--- config.mk ---
export PLATFORM = sky130hd
export DESIGN_NAME = utf8_stream_decoder_unit
export DESIGN_NICKNAME = d
export VERILOG_FILES = /design/src/rtl/core/utf8sd_pkg.sv /design/src/rtl/core/utf8sd_decode.sv /design/src/rtl/core/utf8_stream_decoder_unit.sv
export SDC_FILE = /design/constraint.sdc
export NUM_CORES = 1
export LEC_CHECK = 0
export BUFFER_PORTS_ARGS = -buffer_cell sky130_fd_sc_hd__buf_2
export CAP_MARGIN = 10
export CELL_PAD_IN_SITES_DETAIL_PLACEMENT = 1
export CELL_PAD_IN_SITES_GLOBAL_PLACEMENT = 2
export CORE_MARGIN = 2
export CORE_UTILIZATION = 36
export CTS_CLUSTER_DIAMETER = 30
export DETAILED_ROUTE_END_ITERATION = 10
export PLACE_DENSITY = 0.92
export SKIP_LAST_GASP = 1
export SLEW_MARGIN = 10
export SYNTH_ARGS = -nofsm -noshare
export SYNTH_HDL_FRONTEND = slang
export SYNTH_SLANG_ARGS = --single-unit
--- constraint.sdc ---
create_clock -name i_clk -period 5.37 [get_ports i_clk]
set_input_delay 1.611 -clock i_clk [delete_from_list [all_inputs] [get_ports i_clk]]
set_output_delay 1.611 -clock i_clk [all_outputs]
set_load 0.05 [all_outputs]
--- src/rtl/core/utf8sd_pkg.sv ---
`timescale 1ns / 1ps
// ----------------------------------------------------------------------------
// utf8sd_pkg
// shared types and constants for the streaming utf-8 decoder
// ----------------------------------------------------------------------------
package utf8sd_pkg;

    localparam int CP_W = 21;

    localparam logic [CP_W-1:0] REPL_RESET = 21'h00FFFD;

    // continuation bytes still expected after a lead byte
    localparam logic [1:0] PEND_NONE  = 2'd0;
    localparam logic [1:0] PEND_ONE   = 2'd1;
    localparam logic [1:0] PEND_TWO   = 2'd2;
    localparam logic [1:0] PEND_THREE = 2'd3;

    typedef struct packed {
        logic [7:0] data_byte;
        logic       end_of_string;
    } t_in_word;

    typedef struct packed {
        logic [CP_W-1:0] code_point;
        logic            malformed;
        logic            string_done;
    } t_out_word;

    typedef struct packed {
        logic [1:0]      pending;
        logic [CP_W-1:0] partial;
        logic            bad;
    } t_dec_state;

endpackage

--- src/rtl/core/utf8sd_decode.sv ---
`timescale 1ns / 1ps
// ----------------------------------------------------------------------------
// utf8sd_decode
// one-byte step of the decoder: next sequence state and the optional result
// ----------------------------------------------------------------------------
module utf8sd_decode (
    input  utf8sd_pkg::t_dec_state            i_state,
    input  utf8sd_pkg::t_in_word              i_word,
    input  logic [utf8sd_pkg::CP_W-1:0]       i_repl_code,
    output utf8sd_pkg::t_dec_state            o_state,
    output logic                              o_res_valid,
    output utf8sd_pkg::t_out_word             o_res
);
    import utf8sd_pkg::*;

    logic [7:0]      b;
    logic            eos;
    logic [CP_W-1:0] shifted;
    logic [1:0]      pend_dec;
    logic            cont_bad;

    assign b        = i_word.data_byte;
    assign eos      = i_word.end_of_string;
    assign shifted  = {i_state.partial[CP_W-7:0], b[5:0]};
    assign pend_dec = i_state.pending - 2'd1;
    assign cont_bad = i_state.bad | (b[7:6] != 2'b10);

    always_comb begin
        o_state     = i_state;
        o_res_valid = 1'b0;
        o_res       = '{code_point: i_repl_code, malformed: 1'b1, string_done: eos};

        if (i_state.pending == PEND_NONE) begin
            if (b inside {[8'h00:8'h7F]}) begin
                o_res_valid = 1'b1;
                o_res       = '{code_point: {13'd0, b}, malformed: 1'b0, string_done: eos};
            end else if (b inside {[8'hC0:8'hF7]}) begin
                if (eos) begin
                    // lead byte is the last of the string
                    o_res_valid = 1'b1;
                    o_state     = '0;
                end else begin
                    o_state.bad = 1'b0;
                    if (b inside {[8'hC0:8'hDF]}) begin
                        o_state.pending = PEND_ONE;
                        o_state.partial = {16'd0, b[4:0]};
                    end else if (b inside {[8'hE0:8'hEF]}) begin
                        o_state.pending = PEND_TWO;
                        o_state.partial = {17'd0, b[3:0]};
                    end else begin
                        o_state.pending = PEND_THREE;
                        o_state.partial = {18'd0, b[2:0]};
                    end
                end
            end else begin
                // stray continuation byte or 11111xxx
                o_res_valid = 1'b1;
            end
        end else begin
            if (pend_dec == PEND_NONE) begin
                o_res_valid = 1'b1;
                o_res       = '{code_point: cont_bad ? i_repl_code : shifted,
                                malformed: cont_bad, string_done: eos};
                o_state     = '0;
            end else if (eos) begin
                // sequence cut short by end of string
                o_res_valid = 1'b1;
                o_state     = '0;
            end else begin
                o_state = '{pending: pend_dec, partial: shifted, bad: cont_bad};
            end
        end
    end

endmodule

--- src/rtl/core/utf8_stream_decoder_unit.sv ---
`timescale 1ns / 1ps
// ----------------------------------------------------------------------------
// utf8_stream_decoder_unit
// streaming utf-8 decoder: bytes in, code points out
// ----------------------------------------------------------------------------
// Takes one byte per word, with an end-of-string flag, and returns one code
// point word for each completed sequence, each invalid lead byte and each
// sequence cut short by the end of the string. The block sustains one byte
// per clock cycle while the output is not stalled: the only loop is the
// per-byte sequence state (pending count, gathered bits, bad flag), which is
// updated by a few compares and a six-bit shift. An accepted byte is held in
// the input register and decoded from there into the result register once
// the result register is free. Bytes that only extend a sequence yield no
// result word. The replacement code register resets to U+FFFD and should be
// written only while the block is idle; overlong forms, surrogates and
// values above U+10FFFF pass unchanged.
// ----------------------------------------------------------------------------
module utf8_stream_decoder_unit (
    input  logic                         i_clk,
    input  logic                         i_rst_n,
    input  logic                         i_in_valid,
    output logic                         o_in_stall,
    input  utf8sd_pkg::t_in_word         i_in_word,
    output logic                         o_out_valid,
    input  logic                         i_out_stall,
    output utf8sd_pkg::t_out_word        o_out_word,
    input  logic                         i_cfg_wr_en,
    input  logic [utf8sd_pkg::CP_W-1:0]  i_cfg_wr_data
);
    import utf8sd_pkg::*;

    // input register
    logic       r_in_valid;
    t_in_word   r_in_word;
    // sequence state
    t_dec_state r_state;
    t_dec_state n_state;
    // result register
    logic       r_out_valid;
    t_out_word  r_out_word;
    // configuration
    logic [CP_W-1:0] r_repl_code;

    logic       out_free;
    logic       dec_fire;
    logic       in_fire;
    logic       res_valid;
    t_out_word  res_word;

    // result slot is free when empty or being taken this cycle
    assign out_free   = !r_out_valid || !i_out_stall;
    // the held byte is decoded only when its result has somewhere to go
    assign dec_fire   = r_in_valid && out_free;
    assign o_in_stall = r_in_valid && !out_free;
    assign in_fire    = i_in_valid && !o_in_stall;

    assign o_out_valid = r_out_valid;
    assign o_out_word  = r_out_word;

    utf8sd_decode u_decode (
        .i_state     (r_state),
        .i_word      (r_in_word),
        .i_repl_code (r_repl_code),
        .o_state     (n_state),
        .o_res_valid (res_valid),
        .o_res       (res_word)
    );

    // input register: refills in the same cycle the held byte moves on
    always_ff @(posedge i_clk) begin
        if (!i_rst_n) begin
            r_in_valid <= 1'b0;
        end else if (!o_in_stall) begin
            r_in_valid <= i_in_valid;
        end
    end

    always_ff @(posedge i_clk) begin
        if (in_fire) begin
            r_in_word <= i_in_word;
        end
    end

    // sequence state advances once per decoded byte
    always_ff @(posedge i_clk) begin
        if (!i_rst_n) begin
            r_state <= '0;
        end else if (dec_fire) begin
            r_state <= n_state;
        end
    end

    // result register
    always_ff @(posedge i_clk) begin
        if (!i_rst_n) begin
            r_out_valid <= 1'b0;
        end else if (out_free) begin
            r_out_valid <= dec_fire && res_valid;
        end
    end

    always_ff @(posedge i_clk) begin
        if (dec_fire && res_valid) begin
            r_out_word <= res_word;
        end
    end

    // replacement code register
    always_ff @(posedge i_clk) begin
        if (!i_rst_n) begin
            r_repl_code <= REPL_RESET;
        end else if (i_cfg_wr_en) begin
            r_repl_code <= i_cfg_wr_data;
        end
    end

`ifndef NO_ASSERTIONS
    // a waiting result is neither lost nor altered
    a_out_hold: assert property (@(posedge i_clk) disable iff (!i_rst_n)
        (r_out_valid && i_out_stall) |=> (r_out_valid && $stable(r_out_word)))
        else $error("result word changed while stalled");

    // a final byte always leaves the decoder idle
    a_eos_idle: assert property (@(posedge i_clk) disable iff (!i_rst_n)
        (dec_fire && r_in_word.end_of_string) |=> (r_state.pending == PEND_NONE))
        else $error("sequence state not idle after end of string");

    // a final byte always yields a result word
    a_eos_result: assert property (@(posedge i_clk) disable iff (!i_rst_n)
        (dec_fire && r_in_word.end_of_string) |=> (r_out_valid && r_out_word.string_done))
        else $error("end of string produced no result");

    // substituted words carry the replacement code in force at decode time
    a_repl_value: assert property (@(posedge i_clk) disable iff (!i_rst_n)
        (dec_fire && res_valid && res_word.malformed)
            |=> (r_out_word.code_point == $past(r_repl_code)))
        else $error("malformed result without replacement code");
`endif

endmodule
* After elaboration in Yosys (flattened, before gate mapping)
Index checks and enable logic that the tools add are counted.
** Word-level totals
- Flip-flop bits (word level) :: 73
- Bits in latches :: 0
- RAM bits :: 0
- Bits in read-only memories :: 0
- Logic and storage cells :: 56
- Memories :: 0
** Cells by class
- $add $sub $neg :: 1
- Multipliers :: 0
- Div/mod/pow operators :: 0
- Magnitude comparators :: 7
- Equality and inequality tests :: 3
- Shifts and indexed selects :: 0
- Multiplexer cells :: 17
- Bitwise gates (word level) :: 1
- Reductions and logical operators :: 16
** Operator list (count)
- 24-bit two-way mux :: 6
- 23-bit two-way mux :: 4
- 8-bit <= comparator (second input constant) :: 3
- 22-bit two-way mux :: 1
- 21-bit two-way mux :: 1
- 8-bit greater-or-equal comparator (second input constant) :: 2
- 8-bit by 1-bit greater-or-equal comparator with 1-bit output (second input constant) :: 1
- 8-bit by 7-bit <= comparator with 1-bit output (second input constant) :: 1
- 1-bit logical AND :: 8
- 2-bit != test (second input constant) :: 3
- 1-bit two-way mux :: 5
- 1-bit logical NOT :: 4
- 2-bit logical NOT :: 2
- 3-bit AND reduction :: 1
- 2-bit by 1-bit subtractor with 2-bit output (second input constant) :: 1
- 1-bit logical OR :: 1
- 1-bit OR :: 1

* Longest topological paths before layout
Gate-level depths: netlist (run 1).
- Word-level depth :: 8
- Depth in mapped cells :: 9
- Gate-level depth less buffers :: 6

* Modules after synthesis
From an unflattened synthesis (run 1), not the netlist that was laid out.
** Unflattened totals
- Cell total of the unflattened synthesis :: 306
- Area, all modules :: 3459.6 um^2
** Modules (own cells, without submodules)
- utf8_stream_decoder_unit :: instances 1, cells an instance 215, area an instance 2788.9 um^2, sequential area each 1901.8 um^2
- utf8sd_decode :: instances 1, cells an instance 91, area an instance 670.6 um^2, sequential area each 0.0 um^2

* Worst setup path after synthesis (run 1)
No wires, ideal clock.
- Path kind :: in2out
- Start point :: input port i_out_stall
- End point :: output port o_in_stall
- Arrival :: 2.092 ns
- Slack :: 1.667 ns
- Stages :: 1
- Buffers on the path :: 0
- Path through :: and3_1
** Between the ends
- Cells in the longest elaborated chain, start to end :: 4
** RTL lines
- start: declaration :: RTL line utf8_stream_decoder_unit.sv:25 : input logic i_out_stall,
- 1-bit logical NOT :: RTL line utf8_stream_decoder_unit.sv:51 : assign out_free = !r_out_valid || !i_out_stall;
- 1-bit logical OR :: RTL line utf8_stream_decoder_unit.sv:51
- 1-bit logical NOT :: RTL line utf8_stream_decoder_unit.sv:54 : assign o_in_stall = r_in_valid && !out_free;
- 1-bit logical AND :: RTL line utf8_stream_decoder_unit.sv:54
- end: declaration :: RTL line utf8_stream_decoder_unit.sv:22 : output logic o_in_stall,
No other way between the ends.

* Final worst setup path (run 1)
Same ends and word-level chain as after synthesis.

==> flow_metrics.py, run 1 <==
metrics = {
    "status": {
        "outcome": "completed",
    },
    "clock_tree": {
        "htreeDepth": 3,
        "cts_tree": "done",
        "cts_inserted_buffers": 9,
        "cts-root-buf": "clkbuf_8",
        "clkLatencyLatePin_ns": 0.35,
        "postCtsSetupRepairBufs": 0,
        "cts_sinks": 73,
        "ctsHoldBuffers": 0,
        "clockBufferDepth": 2,
        "clkSlewWorstSetupHoldPaths_ns": 0.09,
        "cts_resized": 0,
    },
    "sta": {
        "relSlewSlack_pct": 27.68,
        "fin_crit_ns": 3.798,
        "finalCritPeriodShare_pct": 70.73,
        "whs_ns": 0.4636,
        "finalHoldViolCount": 0,
        "rsz0062_at_grt": "no",
        "maxSlewViolCount": 0,
        "skew_ns": 0.01014,
        "tightest_slew_ns": 1.085,
        "setup_viol_count_final": 0,
        "fmax_mhz": 263.3,
        "fin_ws_ns": 1.572,
        "tns_ns": 0,
    },
    "die": {
        "start_util_pct": 37.01,
        "dieArea_sq_mm": 0.008630,
        "die-width_um": 92.90,
        "io_pins": 60,
        "die_y_um": 92.90,
        "rows": 32,
        "core_area_sq_mm": 0.007687,
    },
    "synthesis": {
        "synth_cells": 234,
        "synth_top_cell_by_area": "edfxtp_1",
        "yosys-top-cells-area": "edfxtp_1 (34%), dfxtp_1 (29%), mux2i_1 (7.0%)",
        "synthArstFlopShare_pct": 0,
        "ys_ff_latch": 73,
        "avgSynthCellArea_sq_um": 12.16,
        "synth_seq_area_share_pct": 62.62,
        "synth_area_sq_mm": 0.002845,
        "ys_warn_count": 0,
        "netlist.area_leader.share_pct": 33.77,
        "ys.flop_type": "dfxtp_1",
        "syn-num-nets": 271,
        "synth_edf_count": 32,
        "synth_cell_type_count": 37,
    },
    "power": {
        "switchingPower_mw": 0.3127,
        "pwr-share-seq_pct": 48.7,
        "leakage_nw": 1.438,
        "switching_share_pct": 24.45,
        "p_comb_share_pct": 9.9,
        "clock_power_share_pct": 41.4,
        "internal-power_mw": 0.9663,
        "p_total_mw": 1.279,
        "vdd_drop_max_uv": 133.5,
        "p_per_area_mw_per_mm2": 370.9,
    },
    "worst_setup_path": {
        "start_kind": "input pin",
        "arrival_ns": 2.19,
        "cp_max_fo": 3,
        "rr_endpoint": "o_out_word[3]",
        "critPathKind": "in -> out",
        "crit_path_start": "i_out_stall",
        "setup.worst_path.end": "o_in_stall",
        "cp-end-kind": "output port",
        "required_ns": 3.76,
        "rr_worst_depth": 6,
        "rrSetupSlack_ns": 2.69,
        "r2r_start": "r_state[22]",
    },
    "place": {
        "dp.cells": 381,
        "gp_congestion": 0.7687,
        "port_buffers": 59,
        "hpwl_mm": 4.364,
        "place_area_sq_mm": 0.003197,
        "pre_cts_slack_ns": 1.571,
    },
    "finish": {
        "instances_no_fill": 397,
        "fillCellCount": 860,
        "fin_nets": 327,
        "drive_above_1_share_pct": 29.15,
        "fin_util_pct": 44.86,
        "postLayoutCellArea_sq_mm": 0.003448,
        "syn2layout_area_growth_pct": 21.20,
        "antenna_cells": 0,
    },
    "grt": {
        "grt_pass1_vias": 2075,
        "overflow": 0,
        "grt_pass1_wl_mm": 10.54,
        "grt_use_total_pct": 16.00,
        "antenna_found_initial": 0,
        "grt_max_degree": 25,
    },
    "drt": {
        "routed_wirelength_mm": 6.605,
        "vias": 2001,
        "dr.pass1.iters": 4,
        "drc_errors": 0,
        "via_per_inst": 5.040,
        "drtIter0Drc": 67,
        "antenna_left": 0,
        "wl_per_cell_um": 16.64,
    },
    "job": {
        "drv_cap": 0,
    },
    "hold_path": {
        "hold_path.class": "reg -> reg",
    },
}
==> cells by family after synthesis <==
group / count (synthesis) / share of synthesized area [%]
AO/OA/AOI/OAI: 43 / 12.05
multiplexers: 26 / 9.938
adder cells (fa/ha/maj): 2 / 0.8794
buffers and inverters: 22 / 3.694
flip-flops: 73 / 62.62
AND/OR/NAND/NOR: 68 / 10.82
==> state kept, by name, indices dropped and copies added (netlist names) <==
register     count
r_in_word        9
r_state         18
o_out_word      23
r_in_valid       1
r_repl_code     21
o_out_valid      1
==> placed cells by master, fill, tap and decap left out, types with 7 or more instances in the layout <==
cell type / n
a22o_1: 14
inv_1: 7
clkbuf_8: 9
edfxtp_1: 32
nand3_1: 13
mux2i_1: 20
nor2_1: 14
dfxtp_1: 41
buf_2: 59
a21oi_1: 11
nand2_1: 28
==> synth_stat cells, types with 2 or more instances <==
cell type	n
dfxtp_1	41
edfxtp_1	32
nand2_1	28
mux2i_1	20
a22o_1	14
nor2_1	14
nand3_1	13
a21oi_1	11
inv_1	7
buf_2	6
clkbuf_1	6
a32o_1	5
and3_1	4
mux2_4	4
nor2b_1	3
buf_4	2
ha_1	2
mux2_2	2
nor3_1	2
==> layout make-up <==
class / count / area [sq um] / area share (%)
Clock buffer: 9 / 123.9 / 3.592
Multi-Input combinational cell: 139 / 958.4 / 27.79
Inverter: 7 / 26.28 / 0.7620
Sequential cell: 73 / 1782 / 51.67
Clock inverter: 7 / 127.6 / 3.701
Timing Repair Buffer: 60 / 302.8 / 8.781
Tap cell: 102 / 127.6 / 3.701
==> worst max-delay path, stage by stage <==
cell and delay (ns):
buf_2 0.10, and3_1 0.20, buf_2 0.27
==> power by group through the flow <==
stage	logic [mW]	clock network, mW	registers, mW
2_1_floorplan	0.0585	0	0.666
3_3_place_gp	0.124	0	0.635
3_5_place_dp	0.127	0	0.636
4_1_cts	0.128	0.539	0.623
5_1_grt	0.137	0.559	0.626
6_report	0.126	0.530	0.623
==> how the worst min path moves through the flow <==
stage | from | endpoint | slack, ns | depth (start not counted)
global placement | r_state[15] | r_state[15] | 0.44 | 2
floorplan | r_state[10] | r_state[10] | 0.43 | 2
detailed placement | r_state[13] | r_state[13] | 0.45 | 2
finish | r_state[13] | r_state[13] | 0.46 | 2
CTS | r_state[13] | r_state[13] | 0.46 | 2
global route | r_state[13] | r_state[13] | 0.49 | 2
==> metal layers <==
| layer | part of all wire, % | up-vias | wire length [um] | track usage, % |
|---|---|---|---|---|
| met5 | 0 | - | 0 | 0 |
| met3 | 4.3 | 12 | 287 | 2.604 |
| met4 | 2.1 | 0 | 140 | 8.456 |
| li1 | - | 965 | - | - |
| met1 | 46 | 967 | 3044 | 20.73 |
| met2 | 47 | 57 | 3133 | 25.66 |
Note: power is estimated with default switching activity, not from simulation.
==> inputs of run 2 (changes only) <==
Settings changed: ABC_AREA set to 1, CORE_UTILIZATION 36 to 32, PLACE_DENSITY 0.92 to 0.9.
Clock period 5.37 ns to 4 ns, I/O delays scaled along.
==> run 2 against run 1 <==
  * Global-route usage fell by 0.25 points
  * Final cell count rose by 43%
  * Total power rose by 45%
  * Utilization fell by 5.7 points
  * Non-clock buffer count did not move
  * Sequential share of layout area fell by 4.9 points
  * Die area rose by 25%
  * Synthesized cell count rose by 59%
  * Flip-flop and latch count did not move
  * First-iteration DRC count fell by 10%
  * Count of clock-buffer cells in the layout rose by 3
  * Largest power group unchanged
==> flow_metrics.py, run 2 <==
metrics = {
    "status": {
        "outcome": "completed",
    },
    "synthesis": {
        "yosys-top-cells-area": "edfxtp_1 (30%), dfxtp_1 (26%), nand2_1 (8.8%)",
        "synthArstFlopShare_pct": 0,
        "netlist.area_leader.share_pct": 30.12,
        "synth_cells": 373,
        "avgSynthCellArea_sq_um": 8.554,
        "synth_cell_type_count": 25,
        "synth_most_common_cell": "nand2_1",
        "ys_warn_count": 0,
        "synth_top_cell_by_area": "edfxtp_1",
        "synth_common_cells": "nand2_1 (75), nor2_1 (65), dfxtp_1 (41), inv_1 (35), edfxtp_1 (32)",
        "synth_seq_area_share_pct": 55.84,
        "ys_ff_latch": 73,
        "syn-num-nets": 410,
        "synth_area_sq_mm": 0.003191,
        "synth_edf_count": 32,
        "ys.flop_type": "dfxtp_1",
    },
    "hold_path": {
        "hold_path.class": "reg -> reg",
    },
    "place": {
        "port_buffers": 59,
        "place_area_sq_mm": 0.003548,
        "hpwl_mm": 5.737,
        "gp_congestion": 0.8370,
    },
    "finish": {
        "syn2layout_area_growth_pct": 19.45,
        "multi_input_area_sq_mm": 0.001150,
        "antenna_cells": 0,
        "drive_above_1_share_pct": 21.48,
        "fin_nets": 465,
        "largest_reg_flops": 23,
        "regArea_sq_mm": 0.001782,
        "postLayoutCellArea_sq_mm": 0.003811,
        "final_common_cell": "nand2_1",
        "fillCellCount": 1203,
        "final_cell_mix": "nand2_1 (75), nor2_1 (64), buf_2 (59)",
    },
    "power": {
        "p_per_area_mw_per_mm2": 486.0,
        "internal-power_mw": 1.372,
        "pwr-share-seq_pct": 46.2,
        "leakage_nw": 1.674,
        "p_comb_share_pct": 13.4,
        "clock_power_share_pct": 40.3,
        "vdd_drop_max_uv": 176.0,
        "switchingPower_mw": 0.4797,
        "switching_share_pct": 25.90,
    },
    "sta": {
        "skew_ns": 0.01346,
        "rsz0062_at_grt": "no",
        "tns_ns": 0,
        "fin_crit_ns": 2.983,
        "relSlewSlack_pct": 48.72,
        "finalHoldViolCount": 0,
        "finalCritPeriodShare_pct": 74.57,
        "tightest_slew_ns": 0.7692,
        "maxSlewViolCount": 0,
        "setup_viol_count_final": 0,
        "fmax_mhz": 335.2,
    },
    "grt": {
        "grt_pass1_wl_mm": 13.48,
        "antenna_found_initial": 0,
        "grt_busiest_layer": "met2",
        "grt_max_degree": 35,
        "grtUsageMet3_pct": 2.506,
        "use_met1_pct": 18.30,
        "grt_use_total_pct": 15.74,
        "overflow": 0,
        "grt_pass1_vias": 2814,
        "grtUsageMet2_pct": 28.76,
    },
    "clock_tree": {
        "clkLatencyLatePin_ns": 0.36,
        "cts-root-buf": "clkbuf_8",
        "cts_tree": "done",
        "cts_resized": 0,
        "htreeDepth": 3,
        "clkSlewWorstSetupHoldPaths_ns": 0.07,
        "cts_inserted_buffers": 9,
        "ctsHoldBuffers": 0,
        "postCtsSetupRepairBufs": 0,
        "cts_sinks": 73,
        "clockBufferDepth": 2,
    },
    "worst_setup_path": {
        "cpMaxStageDelayCell": "buf_2",
        "start_kind": "input pin",
        "cp_max_fo": 4,
        "required_ns": 2.80,
        "arrival_ns": 1.78,
        "cp-end-kind": "output port",
        "critPathKind": "in -> out",
        "slowest_delay_ns": 0.28,
        "cp_cell_sequence": "buf_2 -> nand2_1 -> nor2_1 -> buf_2",
        "cpMostUsedCell": "buf_2",
    },
    "die": {
        "die_y_um": 103.9,
        "dieArea_sq_mm": 0.01078,
        "start_util_pct": 32.79,
        "die-width_um": 103.9,
        "core_area_sq_mm": 0.009729,
        "io_pins": 60,
        "rows": 36,
    },
    "drt": {
        "antenna_left": 0,
        "vias": 2617,
        "dr.pass1.iters": 4,
        "drtIter0Drc": 60,
        "routed_wirelength_mm": 7.991,
        "drc_errors": 0,
        "wl_per_cell_um": 14.12,
        "via_per_inst": 4.624,
    },
    "job": {
        "drv_cap": 0,
    },
}
-- run 2: cell types whose count changed after synthesis, moves of 8 or more --
cell / previous run / this run
a21oi_1: 11 / 19
o21ai_0: 1 / 16
nand2_1: 28 / 75
a22o_1: 14 / 0
o21ai_1: 0 / 14
o22ai_1: 0 / 8
nor2_1: 14 / 65
inv_1: 7 / 35
mux2i_1: 20 / 0
nand3_1: 13 / 31
-- run 2: final timing paths --
path | start | end | slack (ns) | cells after the start
worst max-delay path | i_out_stall | o_in_stall | 1.02 | 4
worst min-delay path | r_state[2] | r_state[2] | 0.47 | 2
worst max register to register | r_state[22] | o_out_word[6] | 1.21 | 7
worst min register to register | r_state[2] | r_state[2] | 0.47 | 2
-- run 2: power groups by stage --
stage / clock, mW / combinational (mW) / sequential [mW]
after CTS: 0.762 / 0.253 / 0.857
final: 0.747 / 0.249 / 0.857
after floorplan: 0 / 0.134 / 0.922
after detailed placement: 0 / 0.252 / 0.874
after global placement: 0 / 0.241 / 0.873
after global routing: 0.797 / 0.278 / 0.862
-- run 2: kinds of logic (layout without fill, tap and decap cells) --
family,after synthesis,count (layout),synth area share [%]
AND/OR/NAND/NOR,184,184,24.90
flip-flops,73,73,55.84
AO/OA/AOI/OAI,59,59,10.27
buffers and inverters,55,115,8.196
adder cells (fa/ha/maj),2,2,0.7842
-- run 2: critical path: cells and delay by family --
kind | cells | cell delay, ns
simple gates | 2 | 0.23
buf+inv | 2 | 0.36
-- run 2: area by class of cell --
cell class,count,share of cell area [%]
Multi-Input combinational cell,245,30.17
Inverter,39,3.874
Timing Repair Buffer,60,7.945
Clock inverter,4,2.528
Tap cell,133,4.366
Clock buffer,12,4.366
Sequential cell,73,46.75
-- run 2: routing by layer --
metal | up-vias | share of wire [%]
met4 | 0 | 1.7
met2 | 44 | 52
li1 | 1317 | -
met3 | 13 | 3.1
met5 | - | 0
met1 | 1243 | 43
-- run 2: stage by stage --
stage / hold WS [ns] / setup slack, ns / cells / utilization [%] / total power, mW
2_1_floorplan: 0.4292 / 0.8077 / 373 / - / 1.056
3_3_place_gp: 0.4445 / 1.043 / 550 / 36.47 / 1.114
3_5_place_dp: 0.4551 / 1.019 / 550 / 36.47 / 1.125
4_1_cts: 0.4660 / 1.013 / 566 / 39.17 / 1.873
5_1_grt: 0.5036 / 0.9711 / 566 / 39.17 / 1.938
6_report: 0.4680 / 1.017 / 566 / 39.17 / 1.852
